File: config.mk
export PLATFORM = sky130hd
export DESIGN_NAME = cht_lane
export DESIGN_NICKNAME = d
export VERILOG_FILES = /design/src/cht_pkg.sv /design/src/cht_mul.sv /design/src/cht_div.sv /design/src/cht_lane.sv
export SDC_FILE = /design/constraint.sdc
export NUM_CORES = 2
export LEC_CHECK = 0
export ABC_CLOCK_PERIOD_IN_PS = 20100
export BUFFER_PORTS_ARGS = -buffer_cell sky130_fd_sc_hd__buf_2
export CORE_MARGIN = 2
export CORE_UTILIZATION = 32
export DETAILED_ROUTE_END_ITERATION = 7
export GPL_ROUTABILITY_DRIVEN = 0
export SYNTH_ARGS = -nofsm -noshare
export SYNTH_HDL_FRONTEND = slang
export SYNTH_SLANG_ARGS = --single-unit
File: constraint.sdc
create_clock -name clock -period 20.1 [get_ports clock]
set_input_delay 4.02 -clock clock [delete_from_list [all_inputs] [get_ports clock]]
set_output_delay 4.02 -clock clock [all_outputs]
set_load 0.03 [all_outputs]
File: src/cht_pkg.sv
// Shared types, constants and helpers for the cubic trajectory follower.
package cht_pkg;

   localparam int AXES          = 3;
   localparam int VALUE_WIDTH   = 32;
   localparam int PERIOD_WIDTH  = 17;
   localparam int TIME_WIDTH    = 32;
   localparam int WIDE          = 64;
   localparam int QS            = 24;
   localparam int QT            = 16;
   localparam int MUL_DIGIT     = 16;
   localparam int MUL_STEPS     = WIDE / MUL_DIGIT;
   localparam int MUL_STEP_BITS = $clog2(MUL_STEPS);
   localparam int DIV_STEPS     = WIDE / 2;
   localparam int DIV_STEP_BITS = $clog2(DIV_STEPS);

   localparam logic [PERIOD_WIDTH-1:0] PERIOD_RESET = PERIOD_WIDTH'(66);

   typedef logic signed [WIDE-1:0]        wide_type;
   typedef logic signed [VALUE_WIDTH-1:0] value_type;
   typedef logic [TIME_WIDTH-1:0]         time_type;

   localparam wide_type ONE_S = wide_type'(1) <<< QS;
   localparam wide_type VMAX  = (wide_type'(1) <<< (VALUE_WIDTH - 1)) - wide_type'(1);
   localparam wide_type VMIN  = -VMAX - wide_type'(1);

   typedef enum logic {SHIFT_Q24, SHIFT_Q16} shift_type;

   typedef enum logic [2:0] {
      ST_IDLE, ST_LAUNCH, ST_COEF, ST_LANES, ST_DONE
   } ctl_state_type;

   typedef enum logic [1:0] {CF_IDLE, CF_DIV, CF_SQ, CF_CUBE} coef_state_type;

   typedef enum logic [3:0] {
      LN_IDLE, LN_DPHP, LN_V0T, LN_V0H, LN_V1T, LN_V1H, LN_DPG, LN_DIV, LN_V0C, LN_V1C
   } lane_state_type;

   typedef struct packed {
      wide_type hp;
      wide_type hv0;
      wide_type hv1;
      wide_type g;
      wide_type c0;
      wide_type c1;
   } coef_type;

   typedef struct packed {
      logic start;
      logic load;
   } lane_ctrl_type;

   function automatic value_type clamp_value(input wide_type x);
      value_type r;
      if (x > VMAX) begin
         r = VMAX[VALUE_WIDTH-1:0];
      end else if (x < VMIN) begin
         r = VMIN[VALUE_WIDTH-1:0];
      end else begin
         r = x[VALUE_WIDTH-1:0];
      end
      return r;
   endfunction

endpackage

File: src/cht_mul.sv
// Sequential signed multiplier, 16-bit digit per cycle, product shifted back toward zero.
module cht_mul import cht_pkg::*; (
   input  logic      clock,
   input  logic      reset,
   input  logic      start,
   input  wide_type  a,
   input  wide_type  b,
   input  shift_type shift,
   output logic      done,
   output wide_type  result
);

   logic [WIDE-1:0]          amag_ff, amag_in, bmag_ff, bmag_in, lo_ff, lo_in;
   logic [WIDE:0]            hi_ff, hi_in;
   logic                     neg_ff, neg_in, run_ff, run_in, fin_ff, fin_in, done_ff, done_in;
   logic [MUL_STEP_BITS-1:0] step_ff, step_in;
   shift_type                shift_ff, shift_in;
   wide_type                 result_ff, result_in;
   logic [WIDE+MUL_DIGIT-1:0] partial;
   logic [WIDE+MUL_DIGIT:0]   sum;
   logic [2*WIDE-1:0]         prod, mag;

   always_comb begin
      partial = {{MUL_DIGIT{1'b0}}, amag_ff} * {{WIDE{1'b0}}, bmag_ff[MUL_DIGIT-1:0]};
      sum     = {{MUL_DIGIT{1'b0}}, hi_ff} + {1'b0, partial};
      prod    = {hi_ff[WIDE-1:0], lo_ff};
      if (shift_ff == SHIFT_Q24) begin
         mag = prod >> QS;
      end else begin
         mag = prod >> QT;
      end

      amag_in   = amag_ff;
      bmag_in   = bmag_ff;
      hi_in     = hi_ff;
      lo_in     = lo_ff;
      neg_in    = neg_ff;
      run_in    = run_ff;
      fin_in    = 1'b0;
      done_in   = 1'b0;
      step_in   = step_ff;
      shift_in  = shift_ff;
      result_in = result_ff;

      if (start) begin
         amag_in  = a[WIDE-1] ? (~a + 1'b1) : a;
         bmag_in  = b[WIDE-1] ? (~b + 1'b1) : b;
         neg_in   = a[WIDE-1] ^ b[WIDE-1];
         hi_in    = '0;
         lo_in    = '0;
         step_in  = '0;
         shift_in = shift;
         run_in   = 1'b1;
      end else if (run_ff) begin
         // Low digit of each partial sum retires into the low half of the product.
         hi_in   = sum[WIDE+MUL_DIGIT:MUL_DIGIT];
         lo_in   = {sum[MUL_DIGIT-1:0], lo_ff[WIDE-1:MUL_DIGIT]};
         bmag_in = bmag_ff >> MUL_DIGIT;
         step_in = step_ff + 1'b1;
         if (step_ff == MUL_STEP_BITS'(MUL_STEPS - 1)) begin
            run_in = 1'b0;
            fin_in = 1'b1;
         end
      end else if (fin_ff) begin
         result_in = neg_ff ? -wide_type'(mag[WIDE-1:0]) : wide_type'(mag[WIDE-1:0]);
         done_in   = 1'b1;
      end
   end

   always_ff @(posedge clock) begin
      if (reset) begin
         run_ff  <= 1'b0;
         fin_ff  <= 1'b0;
         done_ff <= 1'b0;
      end else begin
         run_ff  <= run_in;
         fin_ff  <= fin_in;
         done_ff <= done_in;
      end
      amag_ff   <= amag_in;
      bmag_ff   <= bmag_in;
      hi_ff     <= hi_in;
      lo_ff     <= lo_in;
      neg_ff    <= neg_in;
      step_ff   <= step_in;
      shift_ff  <= shift_in;
      result_ff <= result_in;
   end

   assign done   = done_ff;
   assign result = result_ff;

endmodule

File: src/cht_div.sv
// Unsigned restoring divider, two quotient bits per cycle.
module cht_div import cht_pkg::*; (
   input  logic            clock,
   input  logic            reset,
   input  logic            start,
   input  logic [WIDE-1:0] num,
   input  time_type        den,
   output logic            done,
   output logic [WIDE-1:0] quot
);

   logic [WIDE-1:0]          num_ff, num_in, quot_ff, quot_in;
   time_type                 rem_ff, rem_in, den_ff, den_in;
   logic [DIV_STEP_BITS-1:0] cnt_ff, cnt_in;
   logic                     run_ff, run_in, done_ff, done_in;
   logic [TIME_WIDTH:0]      st1, st2;

   function automatic logic [TIME_WIDTH:0] div_step(input time_type rem, input logic nbit,
                                                    input time_type d);
      logic [TIME_WIDTH:0] trial;
      logic [TIME_WIDTH:0] diff;
      trial = {rem, nbit};
      diff  = trial - {1'b0, d};
      if (trial >= {1'b0, d}) begin
         return {1'b1, diff[TIME_WIDTH-1:0]};
      end
      return {1'b0, trial[TIME_WIDTH-1:0]};
   endfunction

   always_comb begin
      st1 = div_step(rem_ff, num_ff[WIDE-1], den_ff);
      st2 = div_step(st1[TIME_WIDTH-1:0], num_ff[WIDE-2], den_ff);

      num_in  = num_ff;
      quot_in = quot_ff;
      rem_in  = rem_ff;
      den_in  = den_ff;
      cnt_in  = cnt_ff;
      run_in  = run_ff;
      done_in = 1'b0;

      if (start) begin
         num_in  = num;
         den_in  = den;
         rem_in  = '0;
         quot_in = '0;
         cnt_in  = DIV_STEP_BITS'(DIV_STEPS - 1);
         run_in  = 1'b1;
      end else if (run_ff) begin
         num_in  = num_ff << 2;
         quot_in = {quot_ff[WIDE-3:0], st1[TIME_WIDTH], st2[TIME_WIDTH]};
         rem_in  = st2[TIME_WIDTH-1:0];
         cnt_in  = cnt_ff - 1'b1;
         if (cnt_ff == '0) begin
            run_in  = 1'b0;
            done_in = 1'b1;
         end
      end
   end

   always_ff @(posedge clock) begin
      if (reset) begin
         run_ff  <= 1'b0;
         done_ff <= 1'b0;
      end else begin
         run_ff  <= run_in;
         done_ff <= done_in;
      end
      num_ff  <= num_in;
      quot_ff <= quot_in;
      rem_ff  <= rem_in;
      den_ff  <= den_in;
      cnt_ff  <= cnt_in;
   end

   assign done = done_ff;
   assign quot = quot_ff;

endmodule

File: src/cht_lane.sv
// One axis: holds its position and velocity and steps them along the Hermite curve.
module cht_lane import cht_pkg::*; (
   input  logic          clock,
   input  logic          reset,
   input  lane_ctrl_type ctrl,
   input  value_type     p1,
   input  value_type     v1,
   input  time_type      t,
   input  coef_type      coef,
   output logic          done,
   output value_type     pos,
   output value_type     vel
);

   lane_state_type  state_ff, state_in;
   logic            launch_ff, launch_in, done_ff, done_in;
   value_type       p_ff, p_in, v_ff, v_in;
   wide_type        accp_ff, accp_in, accv_ff, accv_in, tmp_ff, tmp_in;
   wide_type        dp, v0w, v1w, tw, mul_a, mul_b, mul_res, vdiv;
   shift_type       mul_shift;
   logic            mul_start, mul_done, div_start, div_done;
   logic [WIDE-1:0] tmag, div_num, div_quot;

   assign dp   = wide_type'(p1) - wide_type'(p_ff);
   assign v0w  = wide_type'(v_ff);
   assign v1w  = wide_type'(v1);
   assign tw   = wide_type'(t);
   assign tmag = tmp_ff[WIDE-1] ? (~tmp_ff + 1'b1) : tmp_ff;
   // Scaling by 2^16 before the divide keeps the quotient in Q16.16.
   assign div_num = tmag << QT;
   assign vdiv    = tmp_ff[WIDE-1] ? -wide_type'(div_quot) : wide_type'(div_quot);

   assign mul_start = launch_ff && (state_ff != LN_DIV);
   assign div_start = launch_ff && (state_ff == LN_DIV);

   cht_mul u_mul (
      .clock(clock), .reset(reset), .start(mul_start), .a(mul_a), .b(mul_b),
      .shift(mul_shift), .done(mul_done), .result(mul_res)
   );

   cht_div u_div (
      .clock(clock), .reset(reset), .start(div_start), .num(div_num), .den(t),
      .done(div_done), .quot(div_quot)
   );

   always_comb begin
      mul_a     = dp;
      mul_b     = coef.hp;
      mul_shift = SHIFT_Q24;
      unique case (state_ff)
         LN_V0T: begin
            mul_a     = v0w;
            mul_b     = tw;
            mul_shift = SHIFT_Q16;
         end
         LN_V0H: begin
            mul_a = tmp_ff;
            mul_b = coef.hv0;
         end
         LN_V1T: begin
            mul_a     = v1w;
            mul_b     = tw;
            mul_shift = SHIFT_Q16;
         end
         LN_V1H: begin
            mul_a = tmp_ff;
            mul_b = coef.hv1;
         end
         LN_DPG: mul_b = coef.g;
         LN_V0C: begin
            mul_a = v0w;
            mul_b = coef.c0;
         end
         LN_V1C: begin
            mul_a = v1w;
            mul_b = coef.c1;
         end
         default: ;
      endcase
   end

   always_comb begin
      state_in  = state_ff;
      launch_in = 1'b0;
      done_in   = 1'b0;
      p_in      = p_ff;
      v_in      = v_ff;
      accp_in   = accp_ff;
      accv_in   = accv_ff;
      tmp_in    = tmp_ff;
      unique case (state_ff)
         LN_IDLE: begin
            if (ctrl.load) begin
               p_in = p1;
               v_in = v1;
            end else if (ctrl.start) begin
               accp_in   = wide_type'(p_ff);
               state_in  = LN_DPHP;
               launch_in = 1'b1;
            end
         end
         LN_DPHP: begin
            if (mul_done) begin
               accp_in   = accp_ff + mul_res;
               state_in  = LN_V0T;
               launch_in = 1'b1;
            end
         end
         LN_V0T: begin
            if (mul_done) begin
               tmp_in    = mul_res;
               state_in  = LN_V0H;
               launch_in = 1'b1;
            end
         end
         LN_V0H: begin
            if (mul_done) begin
               accp_in   = accp_ff + mul_res;
               state_in  = LN_V1T;
               launch_in = 1'b1;
            end
         end
         LN_V1T: begin
            if (mul_done) begin
               tmp_in    = mul_res;
               state_in  = LN_V1H;
               launch_in = 1'b1;
            end
         end
         LN_V1H: begin
            if (mul_done) begin
               accp_in   = accp_ff + mul_res;
               state_in  = LN_DPG;
               launch_in = 1'b1;
            end
         end
         LN_DPG: begin
            if (mul_done) begin
               tmp_in    = mul_res;
               state_in  = LN_DIV;
               launch_in = 1'b1;
            end
         end
         LN_DIV: begin
            if (div_done) begin
               accv_in   = vdiv;
               state_in  = LN_V0C;
               launch_in = 1'b1;
            end
         end
         LN_V0C: begin
            if (mul_done) begin
               accv_in   = accv_ff + mul_res;
               state_in  = LN_V1C;
               launch_in = 1'b1;
            end
         end
         LN_V1C: begin
            if (mul_done) begin
               p_in     = clamp_value(accp_ff);
               v_in     = clamp_value(accv_ff + mul_res);
               done_in  = 1'b1;
               state_in = LN_IDLE;
            end
         end
         default: state_in = LN_IDLE;
      endcase
   end

   always_ff @(posedge clock) begin
      if (reset) begin
         state_ff  <= LN_IDLE;
         launch_ff <= 1'b0;
         done_ff   <= 1'b0;
         p_ff      <= '0;
         v_ff      <= '0;
      end else begin
         state_ff  <= state_in;
         launch_ff <= launch_in;
         done_ff   <= done_in;
         p_ff      <= p_in;
         v_ff      <= v_in;
      end
      accp_ff <= accp_in;
      accv_ff <= accv_in;
      tmp_ff  <= tmp_in;
   end

   assign done = done_ff;
   assign pos  = p_ff;
   assign vel  = v_ff;

endmodule

## Word-level counts from Yosys, hierarchy flattened

Index checks and enable logic that the tools add are counted.
Widths: inputs -> output; s select.

| storage, ports and cells | value |
|---|---|
| register bits after elaboration | 773 |
| bits of input ports | 484 |
| output and inout bits | 65 |
| word-level logic and storage cells | 167 |

| operators by class | value |
|---|---|
| add/sub/neg operators | 13 |
| multipliers | 1 |
| $lt $le $gt $ge | 6 |
| eq/ne operators | 24 |
| mux-type cells | 62 |
| bitwise gates (word level) | 8 |
| reduce and logical (&&, ||, !) cells | 26 |

Operators with widths:

| operator | count |
|---|---|
| $mux 64 | 13 |
| $pmux 64 s6 | 1 |
| $mux 32 | 8 |
| $pmux 64 s2 | 2 |
| $pmux 64 s3 | 1 |
| $mux 33 | 4 |
| $add 64x1->64 const B | 2 |
| $add 64x64->64 | 2 |
| $gt 64x32->1 const B | 2 |
| $lt 64x32->1 const B | 2 |
| $neg 64->64 | 2 |
| $not 64->64 | 2 |
| $pmux 32 s2 | 2 |
| $add 65x80->81 | 1 |
| $mul 64x16->80 | 1 |
| $ge 33x32->1 | 2 |
| $sub 32x32->32 | 2 |
| $mux 63 | 1 |
| $add 48x1->48 const B | 1 |
| $mux 48 | 1 |
| $not 48->48 | 1 |
| $mux 4 | 11 |
| $pmux 4 s10 | 1 |
| $sub 32x32->33 | 1 |
| other kinds (25) | 74 |

## Depth between registers and ports, before layout

| logic depth | value |
|---|---|
| depth in word-level cells | 7 |
| gate-level depth with buffers | 29 |
| depth with buffers taken out | 28 |

## Hierarchy

From an unflattened synthesis, not the netlist that was laid out.

| unflattened totals | value |
|---|---|
| cell total of the unflattened synthesis | 9,724 |
| area total of the unflattened synthesis | 86,247.7 um^2 |

By module, submodules not included:

| module | instances | cells an instance | area each (um^2) | seq. area each (um^2) |
|---|---|---|---|---|
| cht_mul | 1 | 5,490 | 49,319.8 | 8,187.9 |
| cht_lane | 1 | 3,140 | 25,607.1 | 7,166.9 |
| cht_div | 1 | 1,094 | 11,320.9 | 4,944.7 |

## Worst setup path after synthesis

No wires, ideal clock.

| timing path | value |
|---|---|
| path kind | input port to flip-flop |
| from | input p1[0] |
| to | register u_mul.amag_ff[36], data pin |
| setup time | 261 ps |
| arrival time | 7,660 ps |
| data required time | 19,839 ps |
| slack | 12,178 ps |
| stages on the path | 17 |
| path buffers | 1 |
| path through | inv_1 ha_1 fa_1 nor2b_1 o21a_1 o21ai_1 a22oi_1 o21a_1 o21ai_1 a21oi_1 a211oi_1 a211oi_1 nand3_1 nor4_1 clkbuf_1 a31oi_1 mux2i_1 |

| between the ends | value |
|---|---|
| cells in the longest elaborated chain, start to end | 5 |

RTL lines:

| item | line | text |
|---|---|---|
| start: declaration | cht_lane.sv:6 | `input value_type p1,` |
| $sub 32x32->33 * | cht_lane.sv:24 | `assign dp = wide_type'(p1) - wide_type'(p_ff);` |
| $pmux 64 s3 * | cht_lane.sv:50 | `unique case (state_ff)` |
| $not 64->64 | cht_mul.sv:46 | `amag_in = a[WIDE-1] ? (~a + 1'b1) : a;` |
| $add 64x1->64 | cht_mul.sv:46 |  |
| $mux 63 * | cht_mul.sv:46 |  |
| end signal: assignment | cht_mul.sv:80 | `amag_ff <= amag_in;` |
| end: declaration | cht_mul.sv:13 | `logic [WIDE-1:0] amag_ff, amag_in, bmag_ff, bmag_in, lo_ff, lo_in;` |

Every way passes the cells marked *; elsewhere a longest branch is shown, timed or not.
A chain may end at the register's enable or synchronous reset.

## Worst setup path after layout

| timing path | value |
|---|---|
| from | register u_mul.bmag_ff[6] |
| to | register u_mul.hi_ff[52] |

| between the ends | value |
|---|---|
| cells in the longest elaborated chain, start to end | 2 |

RTL lines:

| item | line | text |
|---|---|---|
| start: declaration | cht_mul.sv:13 |  |
| start signal: assignment | cht_mul.sv:81 | `bmag_ff <= bmag_in;` |
| $mul 64x16->80 | cht_mul.sv:24 | `partial = {{MUL_DIGIT{1'b0}}, amag_ff} * {{WIDE{1'b0}}, bmag_ff[MUL_DIGIT-1:0]};` |
| $add 65x80->81 | cht_mul.sv:25 | `sum = {{MUL_DIGIT{1'b0}}, hi_ff} + {1'b0, partial};` |
| end signal: assignment | cht_mul.sv:82 | `hi_ff <= hi_in;` |
| end: declaration | cht_mul.sv:14 | `logic [WIDE:0] hi_ff, hi_in;` |

No other way between the ends.

==> qor.txt <==
cell row count - 190
Synth Instances - 9960
worst slew pin tran - 1.32 ns
1st-iter DRT viols - 9049
Port-buffer cells - 548
CTS tree - built
via-per-instance ratio - 5.52
Hold Buf Count CTS - 0
initial antenna violation count - 53
ratio of cells with drive above 1 in the final layout - 9.83%
run status - complete, but fails checks
cells on worst reg2reg path - 26
Net Count, Synth - 11800
Layout area overhead - 11.1%
area fraction of the dominant cell type after synthesis - 21.8%
fin crit share - 48.1%
final WL - 340 mm
area leader, netlist - fa_1
TNS Setup - 0 ns
Layout fillers - 27700
clk_lat worst skew - 0.77 ns
Largest stage delay, worst path - 1.03 ns
hold depth - 2
CP max FO - 40
die span in x - 523 microns
Avg Inst Size Synth - 8.64 sq um
most used cell, CP - fa_1
WHS Endpoint - vel[22]$_SDFFE_PP0P_
prevailing post-synth register cell - edfxtp_1
sequential share of the synthesized area - 23.0%
Hold Path Class - reg2reg
Crit. End Element - register
Setup Buffers After CTS - 0
Seq cells post-synth - 757
Routed wire per std cell - 24.6 microns
die area - 273000 sq um
largest net degree at the start of global routing - 124
worst setup margin - 10.43 ns
commonest cells in the synthesized netlist - nand2_1, inv_1, fa_1
CTS Buffer Depth - 3
count of cell types in the netlist - 99
Slew headroom - 11.8%
H-tree levels - 3
Final #Nets - 12000
clk sinks - 757
DRC - 6
GRT Total Usage - 24.4%
number of flops mapped to enable cells by yosys - 466
maximum clock rate - 103 MHz
Post-DRT Antenna Nets - 0
DR vias - 76300
Post-Place Worst Slack - 10.74 ns
count of pins over their slew limit - 0
Inserted Clock Buffers - 95
Resized cells post-CTS - 0
Slowest cell on crit path - edfxtp_1
MaxCap Viol Count - 0
Post-Syn Area - 86100 sq um
register clock-pin slew on the reported worst setup and hold paths - 0.06 ns
core area - 268000 sq um
Final Hold Fails - 0
failing checks - DRC
Async SR Flop Fraction - 0%
top-count cell post-synth - nand2_1
Initial Utilization - 32.1%
Worst Setup Start Kind - register
hold path startpoint - vel[22]$_SDFFE_PP0P_
utilization after layout - 35.7%
first-pass GRT wire length - 497 mm
grt ovf - 0
R2R Path End - u_mul.hi_ff[52]$_SDFFE_PP0P_
drt pass-1 iters - 8
WS Path Type - reg2reg
Critical Path RT - 20.72 ns
top area cells in the synthesized netlist - fa_1, edfxtp_1, dfxtp_1
IO Count - 549
vias in the first global route - 73200
Syn. warnings - 0
# setup viols final - 0
RSZ-0062 raised after global routing - no
Critical R2R Launch - u_mul.bmag_ff[6]$_DFFE_PP_
die extent in y - 523 microns
Final Skew - 0.0490 ns
critical path arrival - 10.29 ns
root buffer cell - clkbuf_16
hpwl dp - 264 mm
Worst R2R Setup Slack - 10.43 ns
Tmin final - 9.67 ns
==> sequential cells by signal, summed over array words and instances, names as in the netlist, 48 cells and up <==
name           flops
u_mul.hi_ff       65
accp_ff           64
accv_ff           64
tmp_ff            64
u_div.quot        64
u_mul.amag_ff     64
u_mul.bmag_ff     64
u_mul.result      64
u_div.num_ff      48
u_mul.lo_ff       48
==> per-layer routing <==
metal	up-vias	part of all wire, %	track usage [%]
li1	34000	-	-
met3	593	13	7.75
met5	-	0.045	0
met4	24	3.8	8.15
met1	37800	42	34.3
met2	3890	41	35.1
==> per-stage QoR <==
stage	hold slack (ns)	area (sq um)	cells
after global placement	0.463	92300	13600
final	0.475	95600	13800
after detailed placement	0.465	92300	13600
after CTS	0.474	95600	13800
after floorplan	0.447	86100	9960
after global routing	0.503	95600	13800
==> cell families after synthesis <==
kind of cell | after synthesis | synth area share [%]
adder cells (fa/ha/maj) | 1324 | 27.4
buffers and inverters | 1832 | 8.07
flip-flops | 757 | 23.0
AND/OR/NAND/NOR | 3127 | 17.1
AO/OA/AOI/OAI | 2144 | 16.1
XOR/XNOR | 501 | 5.10
multiplexers | 275 | 3.25
==> layout make-up <==
class,count,area [sq um],area share [%]
clock buffer,127,2690,2.81
inverter,1273,4790,5.01
multi-input combinational,7371,59600,62.3
clock inverter,52,534,0.559
antenna,25,62.6,0.0654
timing repair buffer,672,3690,3.85
tap,3552,4440,4.65
sequential,757,19800,20.7
==> critical path, delay by kind of cell (launching register included) <==
family	cells	cell delay [ns]
compound gates	10	3.56
simple gates	3	0.65
fa+ha+maj	7	3.22
flops	1	1.03
buf+inv	6	1.03
==> cells in the final DEF, fill, tap and decap left out, types with 125 or more instances in the layout <==
| cell | count |
|---|---|
| buf_2 | 548 |
| mux2i_1 | 237 |
| a21oi_1 | 519 |
| xnor2_1 | 252 |
| fa_1 | 937 |
| edfxtp_1 | 466 |
| xor2_1 | 248 |
| nand3_1 | 125 |
| nor3_1 | 146 |
| and2_1 | 381 |
| dfxtp_1 | 285 |
| o21ai_0 | 526 |
| nor2_1 | 566 |
| a21o_1 | 168 |
| inv_1 | 1266 |
| ha_1 | 387 |
| nand2_1 | 1340 |
==> how the worst max path moves through the flow <==
stage | startpoint | end | slack, ns | cells past startpoint
floorplan | p1[0] | u_mul.amag_ff[36]$_DFFE_PP_ | 12.18 | 17
global placement | p1[0] | u_mul.amag_ff[41]$_DFFE_PP_ | 10.78 | 17
detailed placement | u_mul.bmag_ff[6]$_DFFE_PP_ | u_mul.hi_ff[52]$_SDFFE_PP0P_ | 10.74 | 26
CTS | u_mul.bmag_ff[6]$_DFFE_PP_ | u_mul.hi_ff[52]$_SDFFE_PP0P_ | 10.66 | 26
global route | u_mul.bmag_ff[6]$_DFFE_PP_ | u_mul.hi_ff[52]$_SDFFE_PP0P_ | 9.87 | 26
finish | u_mul.bmag_ff[6]$_DFFE_PP_ | u_mul.hi_ff[52]$_SDFFE_PP0P_ | 10.43 | 26
Power is not shown: default switching activity piles up to over one toggle a cycle in this logic, so the estimate is an artifact.
